File: config.mk
export PLATFORM = sky130hd
export DESIGN_NAME = region_interval_statistics_unit
export DESIGN_NICKNAME = d
export VERILOG_FILES = /design/src/sv/rsi_pkg.sv /design/src/sv/rsi_front.sv /design/src/sv/rsi_queue.sv /design/src/sv/rsi_divider.sv /design/src/sv/rsi_back.sv /design/src/sv/region_interval_statistics_unit.sv
export SDC_FILE = /design/constraint.sdc
export NUM_CORES = 2
export LEC_CHECK = 0
export BUFFER_PORTS_ARGS = -buffer_cell sky130_fd_sc_hd__buf_2
export CELL_PAD_IN_SITES_DETAIL_PLACEMENT = 2
export CELL_PAD_IN_SITES_GLOBAL_PLACEMENT = 2
export CORE_UTILIZATION = 45
export CTS_CLUSTER_SIZE = 8
export DETAILED_ROUTE_END_ITERATION = 8
export PLACE_DENSITY_LB_ADDON = 0.3
export SLEW_MARGIN = 5
export SYNTH_ARGS = -nofsm -noshare
export SYNTH_HDL_FRONTEND = slang
export SYNTH_SLANG_ARGS = --single-unit
File: constraint.sdc
create_clock -name clk -period 23.5 [get_ports clk]
set_input_delay 1.175 -clock clk [delete_from_list [all_inputs] [get_ports clk]]
set_output_delay 1.175 -clock clk [all_outputs]
set_load 0.005 [all_outputs]
File: src/sv/rsi_pkg.sv
`default_nettype none

package rsi_pkg;

  localparam int RID_W   = 4;
  localparam int STAMP_W = 48;
  localparam int SUM_W   = 56;
  localparam int CNT_W   = 32;
  localparam int QDEPTH  = 2;
  localparam int REGION_SPACE = 1 << RID_W;

  typedef struct packed {
    logic               in_range;
    logic               is_begin;
    logic [STAMP_W-1:0] timestamp;
    logic [RID_W-1:0]   region_id;
  } item_t;

  typedef struct packed {
    logic               pending;
    logic [STAMP_W-1:0] last_stamp;
    logic [SUM_W-1:0]   sum_time;
    logic [CNT_W-1:0]   closed_count;
    logic [STAMP_W-1:0] shortest;
    logic [STAMP_W-1:0] longest;
  } entry_t;

endpackage

`default_nettype wire

File: src/sv/rsi_front.sv
`default_nettype none

module rsi_front #(
  parameter int NUM_REGIONS = 16
) (
  input  wire                          clk,
  input  wire                          rst_n,
  input  wire                          start,
  output logic                         busy,
  input  wire                          in_is_begin,
  input  wire  [rsi_pkg::STAMP_W-1:0]  in_timestamp,
  input  wire  [rsi_pkg::RID_W-1:0]    in_region_id,
  output logic                         push,
  output rsi_pkg::item_t               push_item,
  input  wire                          queue_full
);
  import rsi_pkg::*;

  logic  hold_vld_r;
  logic  hold_vld_nxt;
  item_t hold_r;
  logic  accept;

  assign push      = hold_vld_r && !queue_full;
  assign push_item = hold_r;
  assign busy      = hold_vld_r && queue_full;
  assign accept    = start && !busy;

  always_comb begin
    hold_vld_nxt = hold_vld_r;
    if (accept) begin
      hold_vld_nxt = 1'b1;
    end else if (push) begin
      hold_vld_nxt = 1'b0;
    end
  end

  always_ff @(posedge clk) begin
    if (!rst_n) begin
      hold_vld_r <= 1'b0;
    end else begin
      hold_vld_r <= hold_vld_nxt;
    end
  end

  // classify the transaction on entry
  always_ff @(posedge clk) begin
    if (accept) begin
      hold_r.in_range  <= (32'(in_region_id) < NUM_REGIONS);
      hold_r.is_begin  <= in_is_begin;
      hold_r.timestamp <= in_timestamp;
      hold_r.region_id <= in_region_id;
    end
  end

endmodule

`default_nettype wire

File: src/sv/rsi_queue.sv
`default_nettype none

module rsi_queue (
  input  wire                  clk,
  input  wire                  rst_n,
  input  wire                  push,
  input  rsi_pkg::item_t       push_item,
  output logic                 full,
  input  wire                  pop,
  output rsi_pkg::item_t       pop_item,
  output logic                 empty
);
  import rsi_pkg::*;

  localparam int PTR_W = (QDEPTH > 1) ? $clog2(QDEPTH) : 1;
  localparam int CNT_W_Q = $clog2(QDEPTH + 1);

  item_t              slot_r [QDEPTH];
  logic [PTR_W-1:0]   wr_ptr_r;
  logic [PTR_W-1:0]   rd_ptr_r;
  logic [CNT_W_Q-1:0] fill_r;
  logic [CNT_W_Q-1:0] fill_nxt;

  assign full     = (fill_r == CNT_W_Q'(QDEPTH));
  assign empty    = (fill_r == '0);
  assign pop_item = slot_r[rd_ptr_r];

  always_comb begin
    fill_nxt = fill_r;
    if (push && !pop) begin
      fill_nxt = fill_r + 1'b1;
    end else if (pop && !push) begin
      fill_nxt = fill_r - 1'b1;
    end
  end

  always_ff @(posedge clk) begin
    if (!rst_n) begin
      wr_ptr_r <= '0;
      rd_ptr_r <= '0;
      fill_r   <= '0;
    end else begin
      fill_r <= fill_nxt;
      if (push) begin
        wr_ptr_r <= (wr_ptr_r == PTR_W'(QDEPTH - 1)) ? '0 : wr_ptr_r + 1'b1;
      end
      if (pop) begin
        rd_ptr_r <= (rd_ptr_r == PTR_W'(QDEPTH - 1)) ? '0 : rd_ptr_r + 1'b1;
      end
    end
  end

  always_ff @(posedge clk) begin
    if (push) begin
      slot_r[wr_ptr_r] <= push_item;
    end
  end

`ifndef ASSERT_OFF
  a_no_overflow: assert property (@(posedge clk) disable iff (!rst_n) push |-> !full)
    else $error("queue push while full");
  a_no_underflow: assert property (@(posedge clk) disable iff (!rst_n) pop |-> !empty)
    else $error("queue pop while empty");
`endif

endmodule

`default_nettype wire

File: src/sv/rsi_divider.sv
`default_nettype none

module rsi_divider (
  input  wire                        clk,
  input  wire                        rst_n,
  input  wire                        div_start,
  input  wire  [rsi_pkg::SUM_W-1:0]  dividend,
  input  wire  [rsi_pkg::CNT_W-1:0]  divisor,
  output logic                       div_done,
  output logic [rsi_pkg::SUM_W-1:0]  quotient
);
  import rsi_pkg::*;

  localparam int STEP_W = $clog2(SUM_W);

  logic              run_r;
  logic              done_r;
  logic [STEP_W-1:0] step_r;
  logic [SUM_W-1:0]  quo_r;
  logic [CNT_W-1:0]  rem_r;
  logic [CNT_W-1:0]  dvs_r;
  logic [CNT_W:0]    rem_sh;
  logic [CNT_W:0]    diff;
  logic              ge;

  // one quotient bit per cycle, restoring
  assign rem_sh = {rem_r, quo_r[SUM_W-1]};
  assign diff   = rem_sh - {1'b0, dvs_r};
  assign ge     = !diff[CNT_W];

  assign div_done = done_r;
  assign quotient = quo_r;

  always_ff @(posedge clk) begin
    if (!rst_n) begin
      run_r  <= 1'b0;
      done_r <= 1'b0;
      step_r <= '0;
    end else begin
      done_r <= 1'b0;
      if (div_start) begin
        run_r  <= 1'b1;
        step_r <= '0;
      end else if (run_r) begin
        step_r <= step_r + 1'b1;
        if (step_r == STEP_W'(SUM_W - 1)) begin
          run_r  <= 1'b0;
          done_r <= 1'b1;
        end
      end
    end
  end

  always_ff @(posedge clk) begin
    if (div_start) begin
      quo_r <= dividend;
      rem_r <= '0;
      dvs_r <= divisor;
    end else if (run_r) begin
      quo_r <= {quo_r[SUM_W-2:0], ge};
      rem_r <= ge ? diff[CNT_W-1:0] : rem_sh[CNT_W-1:0];
    end
  end

endmodule

`default_nettype wire

File: src/sv/rsi_back.sv
`default_nettype none

module rsi_back #(
  parameter int DEPTH = 16
) (
  input  wire                          clk,
  input  wire                          rst_n,
  input  wire                          queue_empty,
  input  rsi_pkg::item_t               pop_item,
  output logic                         pop,
  output logic                         out_valid,
  output logic [rsi_pkg::RID_W-1:0]    out_result_region,
  output logic                         out_interval_done,
  output logic [rsi_pkg::STAMP_W-1:0]  out_interval_time,
  output logic [rsi_pkg::CNT_W-1:0]    out_visit_count,
  output logic [rsi_pkg::SUM_W-1:0]    out_total_time,
  output logic [rsi_pkg::STAMP_W-1:0]  out_min_time,
  output logic [rsi_pkg::STAMP_W-1:0]  out_max_time,
  output logic [rsi_pkg::SUM_W-1:0]    out_mean_time
);
  import rsi_pkg::*;

  localparam int IDX_W = (DEPTH > 1) ? $clog2(DEPTH) : 1;

  localparam logic [2:0] S_IDLE = 3'd0;
  localparam logic [2:0] S_READ = 3'd1;
  localparam logic [2:0] S_SPAN = 3'd2;
  localparam logic [2:0] S_UPD  = 3'd3;
  localparam logic [2:0] S_DIV  = 3'd4;
  localparam logic [2:0] S_OUT  = 3'd5;

  logic [2:0]         state_r;
  logic [2:0]         state_nxt;
  entry_t             ent_r [DEPTH];
  logic [DEPTH-1:0]   vld_r;
  item_t              item_r;
  entry_t             cur_r;
  logic [STAMP_W-1:0] span_r;
  logic               close_r;
  logic [IDX_W-1:0]   idx;
  entry_t             upd;
  logic [SUM_W:0]     total_wide;
  logic               div_start;
  logic               div_done;
  logic [SUM_W-1:0]   quotient;
  logic               need_div;

  logic [RID_W-1:0]   res_region_r;
  logic               res_done_r;
  logic [STAMP_W-1:0] res_span_r;
  logic [CNT_W-1:0]   res_count_r;
  logic [SUM_W-1:0]   res_total_r;
  logic [STAMP_W-1:0] res_min_r;
  logic [STAMP_W-1:0] res_max_r;
  logic [SUM_W-1:0]   res_mean_r;

  assign idx = IDX_W'(item_r.region_id);
  assign pop = (state_r == S_IDLE) && !queue_empty;

  always_comb begin
    upd        = cur_r;
    total_wide = {1'b0, cur_r.sum_time} + {{(SUM_W + 1 - STAMP_W){1'b0}}, span_r};
    upd.last_stamp = item_r.timestamp;
    if (close_r) begin
      upd.pending = 1'b0;
      if (cur_r.closed_count == '0) begin
        upd.shortest = span_r;
        upd.longest  = span_r;
      end else begin
        if (span_r < cur_r.shortest) begin
          upd.shortest = span_r;
        end
        if (span_r > cur_r.longest) begin
          upd.longest = span_r;
        end
      end
      upd.sum_time = total_wide[SUM_W] ? '1 : total_wide[SUM_W-1:0];
      if (cur_r.closed_count != '1) begin
        upd.closed_count = cur_r.closed_count + 1'b1;
      end
    end else begin
      upd.pending = item_r.is_begin;
    end
  end

  assign need_div  = item_r.in_range && (upd.closed_count != '0);
  assign div_start = (state_r == S_UPD) && need_div;

  always_comb begin
    state_nxt = state_r;
    case (state_r)
      S_IDLE: begin
        if (!queue_empty) begin
          state_nxt = S_READ;
        end
      end
      S_READ: state_nxt = S_SPAN;
      S_SPAN: state_nxt = S_UPD;
      S_UPD:  state_nxt = need_div ? S_DIV : S_OUT;
      S_DIV: begin
        if (div_done) begin
          state_nxt = S_OUT;
        end
      end
      S_OUT:  state_nxt = S_IDLE;
      default: state_nxt = S_IDLE;
    endcase
  end

  always_ff @(posedge clk) begin
    if (!rst_n) begin
      state_r <= S_IDLE;
      vld_r   <= '0;
    end else begin
      state_r <= state_nxt;
      if (state_r == S_UPD && item_r.in_range) begin
        vld_r[idx] <= 1'b1;
      end
    end
  end

  always_ff @(posedge clk) begin
    if (pop) begin
      item_r <= pop_item;
    end
    if (state_r == S_READ) begin
      cur_r <= vld_r[idx] ? ent_r[idx] : '0;
    end
    if (state_r == S_SPAN) begin
      span_r  <= item_r.timestamp - cur_r.last_stamp;
      close_r <= !item_r.is_begin && cur_r.pending;
    end
    if (state_r == S_UPD) begin
      if (item_r.in_range) begin
        ent_r[idx] <= upd;
      end
      res_region_r <= item_r.region_id;
      res_done_r   <= item_r.in_range && close_r;
      res_span_r   <= (item_r.in_range && close_r) ? span_r : '0;
      res_count_r  <= item_r.in_range ? upd.closed_count : '0;
      res_total_r  <= item_r.in_range ? upd.sum_time : '0;
      res_min_r    <= item_r.in_range ? upd.shortest : '0;
      res_max_r    <= item_r.in_range ? upd.longest : '0;
      res_mean_r   <= '0;
    end
    if (state_r == S_DIV && div_done) begin
      res_mean_r <= quotient;
    end
  end

  rsi_divider u_div (
    .clk       (clk),
    .rst_n     (rst_n),
    .div_start (div_start),
    .dividend  (upd.sum_time),
    .divisor   (upd.closed_count),
    .div_done  (div_done),
    .quotient  (quotient)
  );

  assign out_valid         = (state_r == S_OUT);
  assign out_result_region = res_region_r;
  assign out_interval_done = res_done_r;
  assign out_interval_time = res_span_r;
  assign out_visit_count   = res_count_r;
  assign out_total_time    = res_total_r;
  assign out_min_time      = res_min_r;
  assign out_max_time      = res_max_r;
  assign out_mean_time     = res_mean_r;

`ifndef ASSERT_OFF
  a_single_strobe: assert property (@(posedge clk) disable iff (!rst_n)
    out_valid |=> !out_valid)
    else $error("result strobe held longer than one cycle");
  a_done_counts: assert property (@(posedge clk) disable iff (!rst_n)
    (out_valid && out_interval_done) |-> (out_visit_count != '0))
    else $error("closed interval with zero visit count");
  a_min_le_max: assert property (@(posedge clk) disable iff (!rst_n)
    (out_valid && out_visit_count != '0) |-> (out_min_time <= out_max_time))
    else $error("minimum above maximum");
`endif

endmodule

`default_nettype wire

File: src/sv/region_interval_statistics_unit.sv
// from accepted start to out_valid a transaction passes the front register, the queue and the
// back-end states S_READ, S_SPAN, S_UPD, S_DIV (in range, nonzero visit count only) and S_OUT
// the back end takes one transaction at a time and waits on the 56-step divider for the mean;
// a two-entry queue and a front register let up to three transactions wait ahead of it
// the receiver cannot stall; rst_n is synchronous and clears all statistics and queues
`default_nettype none

module region_interval_statistics_unit #(
  parameter int NUM_REGIONS = 16
) (
  input  wire                          clk,
  input  wire                          rst_n,
  input  wire                          start,
  output logic                         busy,
  input  wire                          in_is_begin,
  input  wire  [rsi_pkg::STAMP_W-1:0]  in_timestamp,
  input  wire  [rsi_pkg::RID_W-1:0]    in_region_id,
  output logic                         out_valid,
  output logic [rsi_pkg::RID_W-1:0]    out_result_region,
  output logic                         out_interval_done,
  output logic [rsi_pkg::STAMP_W-1:0]  out_interval_time,
  output logic [rsi_pkg::CNT_W-1:0]    out_visit_count,
  output logic [rsi_pkg::SUM_W-1:0]    out_total_time,
  output logic [rsi_pkg::STAMP_W-1:0]  out_min_time,
  output logic [rsi_pkg::STAMP_W-1:0]  out_max_time,
  output logic [rsi_pkg::SUM_W-1:0]    out_mean_time
);
  import rsi_pkg::*;

  localparam int DEPTH = (NUM_REGIONS < REGION_SPACE) ? NUM_REGIONS : REGION_SPACE;

  logic  push;
  item_t push_item;
  logic  queue_full;
  logic  pop;
  item_t pop_item;
  logic  queue_empty;

  rsi_front #(
    .NUM_REGIONS (NUM_REGIONS)
  ) u_front (
    .clk          (clk),
    .rst_n        (rst_n),
    .start        (start),
    .busy         (busy),
    .in_is_begin  (in_is_begin),
    .in_timestamp (in_timestamp),
    .in_region_id (in_region_id),
    .push         (push),
    .push_item    (push_item),
    .queue_full   (queue_full)
  );

  rsi_queue u_queue (
    .clk       (clk),
    .rst_n     (rst_n),
    .push      (push),
    .push_item (push_item),
    .full      (queue_full),
    .pop       (pop),
    .pop_item  (pop_item),
    .empty     (queue_empty)
  );

  rsi_back #(
    .DEPTH (DEPTH)
  ) u_back (
    .clk               (clk),
    .rst_n             (rst_n),
    .queue_empty       (queue_empty),
    .pop_item          (pop_item),
    .pop               (pop),
    .out_valid         (out_valid),
    .out_result_region (out_result_region),
    .out_interval_done (out_interval_done),
    .out_interval_time (out_interval_time),
    .out_visit_count   (out_visit_count),
    .out_total_time    (out_total_time),
    .out_min_time      (out_min_time),
    .out_max_time      (out_max_time),
    .out_mean_time     (out_mean_time)
  );

endmodule

`default_nettype wire
# --- After elaboration in Yosys (flattened, before gate mapping) ---
# Memories as Yosys holds them, arrays and structs flattened. A register that Yosys moved wholly into a read port is not among the register bits.
# Index checks and enable logic that the tools add are counted.
op_classes:
  bitwise: 3
  n_mux: 35
  n_addsub: 9
  n_lt_le_gt_ge: 4
  n_eq_ne: 10
  n_reduce_logical: 32
ops:
  columns: ["operator", "n"]
  rows:
  - ["56-bit 2-to-1 mux", 5]
  - ["184-bit 2-to-1 mux", 1]
  - ["48-bit 2-to-1 mux", 2]
  - ["96-bit 2-to-1 mux", 1]
  - ["32-bit 2-to-1 mux", 2]
  - ["56-bit by 48-bit adder with 57-bit output", 1]
  - ["48-bit greater-than comparator", 1]
  - ["48-bit < comparator", 1]
  - ["48-bit subtractor", 1]
  - ["33-bit by 32-bit subtractor with 33-bit output", 1]
  - ["32-bit by 1-bit adder with 32-bit output (second input constant)", 1]
  - ["32-bit zero test", 1]
  - ["32-bit != test (second input constant)", 1]
  - ["32-bit nonzero test", 1]
  - ["1-bit 2-to-1 mux", 17]
  - ["16-bit OR", 1]
  - ["3-bit case mux with 5 select lines", 1]
  - ["1-bit logical AND", 13]
  - ["1-bit zero test", 8]
  - ["2-bit nonzero test", 4]
  - ["6-bit by 1-bit adder with 6-bit output (second input constant)", 1]
  - ["3-bit by 2-bit equality test with 1-bit output (second input constant)", 2]
  - ["3-bit equality test (second input constant)", 2]
  - ["6-bit equality test (second input constant)", 1]
  - ["other kinds (18)", 23]
totals:
  mem_bits_rw: 3834
  mem_count: 2
  wordCells: 121
  in_bits: 56
  regBits: 548
mem_list:
  columns: ["memory", "depth", "width", "rd", "rd_ports_with_merged_regs", "write_ports", "line_no", "text"]
  rows:
  - ["u_back.ent_r", 16, 233, 1, 1, 1, "rsi_back.sv:34", "entry_t ent_r [DEPTH];"]
  - ["u_queue.slot_r", 2, 53, 1, 1, 1, "rsi_queue.sv:18", "item_t slot_r [QDEPTH];"]

# --- Depth between registers and ports, before layout ---
logic_depth:
  word_depth: 8
  ltp_mapped: 16
  depth_no_buf: 14

# --- By module ---
# From an unflattened synthesis, not the netlist that was laid out.
hier_totals:
  cells_unflattened: 8973
  area_unflattened_um2: 186331.2
by_module_without_submodules:
  columns: ["mod", "area_each_um2", "instances", "seq_area_each_um2", "cells_each"]
  rows:
  - ["rsi_back", 173644.0, 1, 131215.8, 8072]
  - ["rsi_divider", 6902.9, 1, 3443.3, 651]
  - ["rsi_queue", 4131.5, 1, 3343.2, 190]
  - ["rsi_front", 1652.8, 1, 1611.5, 60]

# --- Least setup slack after synthesis ---
# No wires, ideal clock.
synth_timing:
  kind: "flip-flop to flip-flop"
  start: "reg u_back.state_r[1]"
  end: "mem u_back.ent_r[3][0] (netlist name) (enable)"
  setup_time_ns: 1.111
  stages_incl_launch_ff: 7
  path_buffers: 1
  slack_ns: 0.227
  arrival_time_ns: 22.162
  t_required_ns: 22.389
  path_cell_list: "dfxtp_1 > clkbuf_1 > nand2_1 > or2_2 > inv_1 > nand3_1 > nor3_1"
synth_via:
  elab_chain_cells: 3
synth_rtl:
  columns: ["item", "line_no", "text"]
  rows:
  - ["from (decl)", "rsi_back.sv:32", "logic [2:0] state_r;"]
  - ["from (signal assigned)", "rsi_back.sv:115", "state_r <= state_nxt;"]
  - ["3-bit by 2-bit equality test with 1-bit output", "rsi_back.sv:133", "if (state_r == S_UPD) begin"]
  - ["1-bit 2-to-1 mux", "rsi_back.sv:133", null]
  - ["1-bit 2-to-1 mux (implied by the code)", "rsi_back.sv:135", "ent_r[idx] <= upd;"]
  - ["to (decl)", "rsi_back.sv:34", null]
# Every way passes these cells.

# --- Final worst setup path ---
layout_timing:
  start: "reg, netlist name u_back.idx[1]"
  end: "reg, netlist name u_back.cur_r[66]"
layout_via:
  elab_chain_cells: 3
layout_rtl:
  columns: ["item", "line_no", "text"]
  rows:
  - ["1-bit binary-select mux with 4-bit select", "rsi_back.sv:127", "cur_r <= vld_r[idx] ? ent_r[idx] : '0;"]
  - ["1-bit 2-to-1 mux (implied by the code)", "rsi_back.sv:127", null]
  - ["1-bit zero test (no line)", null, null]
# Several ways; a longest one is shown, not always the timed one. The select of a mux whose other input is x is not followed.
# A chain may end at the register's enable or synchronous reset.

==> run_results.csv <==
group,metric,value,unit
outcome,status,"complete, no violations",
synthesis,synth-simple-area-share,0.0299,
worst_setup_path,startpoint_type,"flip-flop",
clock_network,cts.path.max_buffers,4,
route,post_drt_wl_per_cell,45.6,um
timing,tightest_slew,1.47,ns
route,routed_wirelength,692,mm
worst_setup_path,ff2ff_path_depth,10,
grt,antenna_found_initial,59,
grt,grt_pass1_wl,942,mm
placement,place_inst,14300,
die,core_area,407000,sq um
die,dieArea,413000,sq um
timing,timing.fmax,130,MHz
synthesis,synth_top_family_by_area,"multiplexers",
grt,gr-total-overflow,0,
clock_network,clk_pin_slew,0.05,ns
synthesis,synth.top_cells.by_area,"edfxtp_1, mux4_2, ha_1",
route,num_vias,102000,
grt,grt_pass1_vias,110000,
synthesis,synth_compound_area_frac,0.0215,
clock_network,cts_hold_buf,0,
timing,max_slew_margin,0.0172,
final_layout,final_cells,15200,
final_layout,postLayoutCoreUtil,0.521,
timing,grt_setup_unrepaired,"no",
synthesis,synthArstFlopShare,0,
flow_run,drv_cap,0,
final_layout,multi_input_area,43200,sq um
final_layout,syn2layout_area_growth,15.0,%
final_layout,design_area,212000,sq um
worst_setup_path,cp_data_required_time,24.27,ns
synthesis,synth_edf_count,4603,
synthesis,synth_fa_ha_area_frac,0.0156,
placement,placed_cell_area,194000,sq um
clock_network,htreeDepth,6,
timing,timing.setup.tns,0,ns
synthesis,synth-xor-area-share,0.00731,
final_layout,fin_nets,9857,
timing,finalHoldViolations,0,
final_layout,drive_gt1_frac,0.290,
clock_network,cts_num_sinks,4667,
timing,finalClockSkew,0.0869,ns
clock_network,cts_resized,0,
die,start_util,0.453,
die,die_w,642,um
worst_setup_path,crit_fanout,149,
clock_network,cts_tree,"built",
route,ant_nets,0,
route,drc_errors,0,
timing,layout_min_cycle_time,7.71,ns
worst_hold_path,hold_depth,1,
clock_network,post_cts_buffers,0,
synthesis,ys_types,91,
grt,grt_max_degree,150,
route,vias_per_cell,6.75,
synthesis,yosys.area.top_type,"edfxtp_1",
pwr,total_power,28.6,mW
die,rows,234,
timing,drv_slew,0,
synthesis,ys_ff_latch,4667,
synthesis,synth-main-ff-cell,"edfxtp_1",
synthesis,yosys_warnings,0,
synthesis,ys_seq_area_frac,0.756,
worst_setup_path,critical_path_class,"flip-flop to flip-flop",
final_layout,layout_common_cells,"edfxtp_1, mux4_2, clkbuf_16",
clock_network,root_buffer,"clkbuf_16",
final_layout,regArea,140000,sq um
synthesis,synth_nets,8992,
timing,period_share,0.328,
pwr,p_leak,69.3,nW
grt,grt_usage,0.331,
placement,place_congestion,0.826,
synthesis,muxShareOfSynthArea,0.157,
final_layout,final_common_cell,"edfxtp_1",
clock_network,cts_buffers,655,
synthesis,netlist_area,185000,sq um
pwr,power.density,135,nW/um^2
worst_setup_path,worstPathArrival,8.48,ns
die,die_h,642,um
synthesis,syn_inst,8707,
route,drtIter0Drc,13200,
placement,dp_hpwl,380,mm
die,num_io_pins,351,
worst_setup_path,endpoint_kind,"flip-flop",
clock_network,insertion_delay,1.12,ns
worst_hold_path,hp-class,"primary input to flip-flop",
final_layout,fillerInstances,34500,
route,drt_pre_antenna_iters,6,
synthesis,syn_area_per_cell,21.2,sq um
timing,finalSetupViolations,0,
synthesis,synth_top_area_share,0.749,
pwr,max-vdd-ir-drop,0.0000935,V
placement,port_buffers,350,
-- cells by family (layout without fill, tap and decap cells) --
family                     count (synthesis)  count (layout)
adders and majority gates                229             229
buffers and inverters                    620            1634
DFF                                     4667            4667
xor gates and xnor gates                 154             154
muxes                                   1398            1398
and+or+nand+nor                         1029            1029
AOI/OAI and AO/OA                        610             610
other                                      0              40
-- synthesized netlist by cell type (26+ instances only) --
| cell type | n |
|---|---|
| a211oi_1 | 36 |
| a21o_1 | 100 |
| a21oi_1 | 177 |
| a31oi_1 | 49 |
| and2_1 | 112 |
| and3_1 | 33 |
| buf_1 | 90 |
| clkbuf_1 | 282 |
| dfxtp_1 | 64 |
| edfxtp_1 | 4603 |
| ha_1 | 226 |
| inv_1 | 222 |
| mux2_2 | 194 |
| mux4_2 | 1169 |
| nand2_1 | 138 |
| nand2b_1 | 26 |
| nand3_1 | 47 |
| nand4_1 | 49 |
| nor2_1 | 225 |
| nor2b_1 | 272 |
| nor3_1 | 51 |
| o21ai_0 | 95 |
| xnor2_1 | 92 |
| xor2_1 | 62 |
-- sequential cells by signal (all words and copies together), names as in the netlist, 6 cells and up --
signal / flops
u_back.cur_r: 233
u_back.out_min_time: 48
u_front.push_item: 53
u_back.u_div.rem_r: 32
u_back.out_interval_time: 48
u_back.out_max_time: 48
u_back.out_mean_time: 56
u_back.ent_r: 3728
u_back.vld_r: 16
u_back.u_div.quotient: 56
u_back.span_r: 48
u_back.u_div.step_r: 6
u_back.out_visit_count: 32
u_back.item_r: 49
u_back.out_total_time: 56
u_back.u_div.dvs_r: 32
u_queue.slot_r: 106
-- area by class of cell --
class                   count  share of cell area
diodes                     40            0.000472
clock buffers             750              0.0796
clock inverters            56             0.00444
inverters                 224             0.00401
multi-input cells        3420               0.204
flip-flops and latches   4667               0.657
well taps                5428              0.0320
repair buffers            604              0.0187
-- through the flow --
stage	hold slack, ns	worst slack, ns
after floorplan	0.421	0.227
after global placement	0.425	15.99
after detailed placement	0.435	15.70
after CTS	0.179	15.60
after global routing	0.225	15.37
final	0.249	15.79
-- routing by layer --
layer,vias up,part of all wire,track usage
li1,37500,-,-
met4,22,0.065,0.186
met3,1843,0.084,0.0638
met5,-,0.00021,0
met1,56100,0.36,0.405
met2,7027,0.50,0.556
-- report_power, final --
group          switching [mW]  leakage [nW]  internal (mW)
logic                    5.36          18.4           2.80
clock network            3.79          8.69           5.05
registers               0.624          42.2           11.0
-- worst max-delay path, stage by stage, from the launching register on --
cell and delay, ns:
edfxtp_1 0.36, buf_4 0.76, buf_12 0.60, buf_4 0.87, buf_12 0.71, buf_4 0.75, buf_4 0.91, buf_4 0.90
mux4_2 0.46, mux4_2 0.50, nor2b_1 0.17
-- final timing paths --
check	startpoint	to	slack [ns]
setup / recovery	u_back.idx[1]$_DFFE_PP_	u_back.cur_r[66]$_SDFFCE_PN0P_	15.79
hold / removal	in_timestamp[26]	u_front.push_item[30]$_DFFE_PP_	0.25
setup reg to reg	u_back.idx[1]$_DFFE_PP_	u_back.cur_r[66]$_SDFFCE_PN0P_	15.79
hold reg to reg	u_front.push_item[29]$_DFFE_PP_	u_queue.slot_r[0][29]$_DFFE_PP_	0.44
No activity file was read; power rests on OpenSTA's default activity.
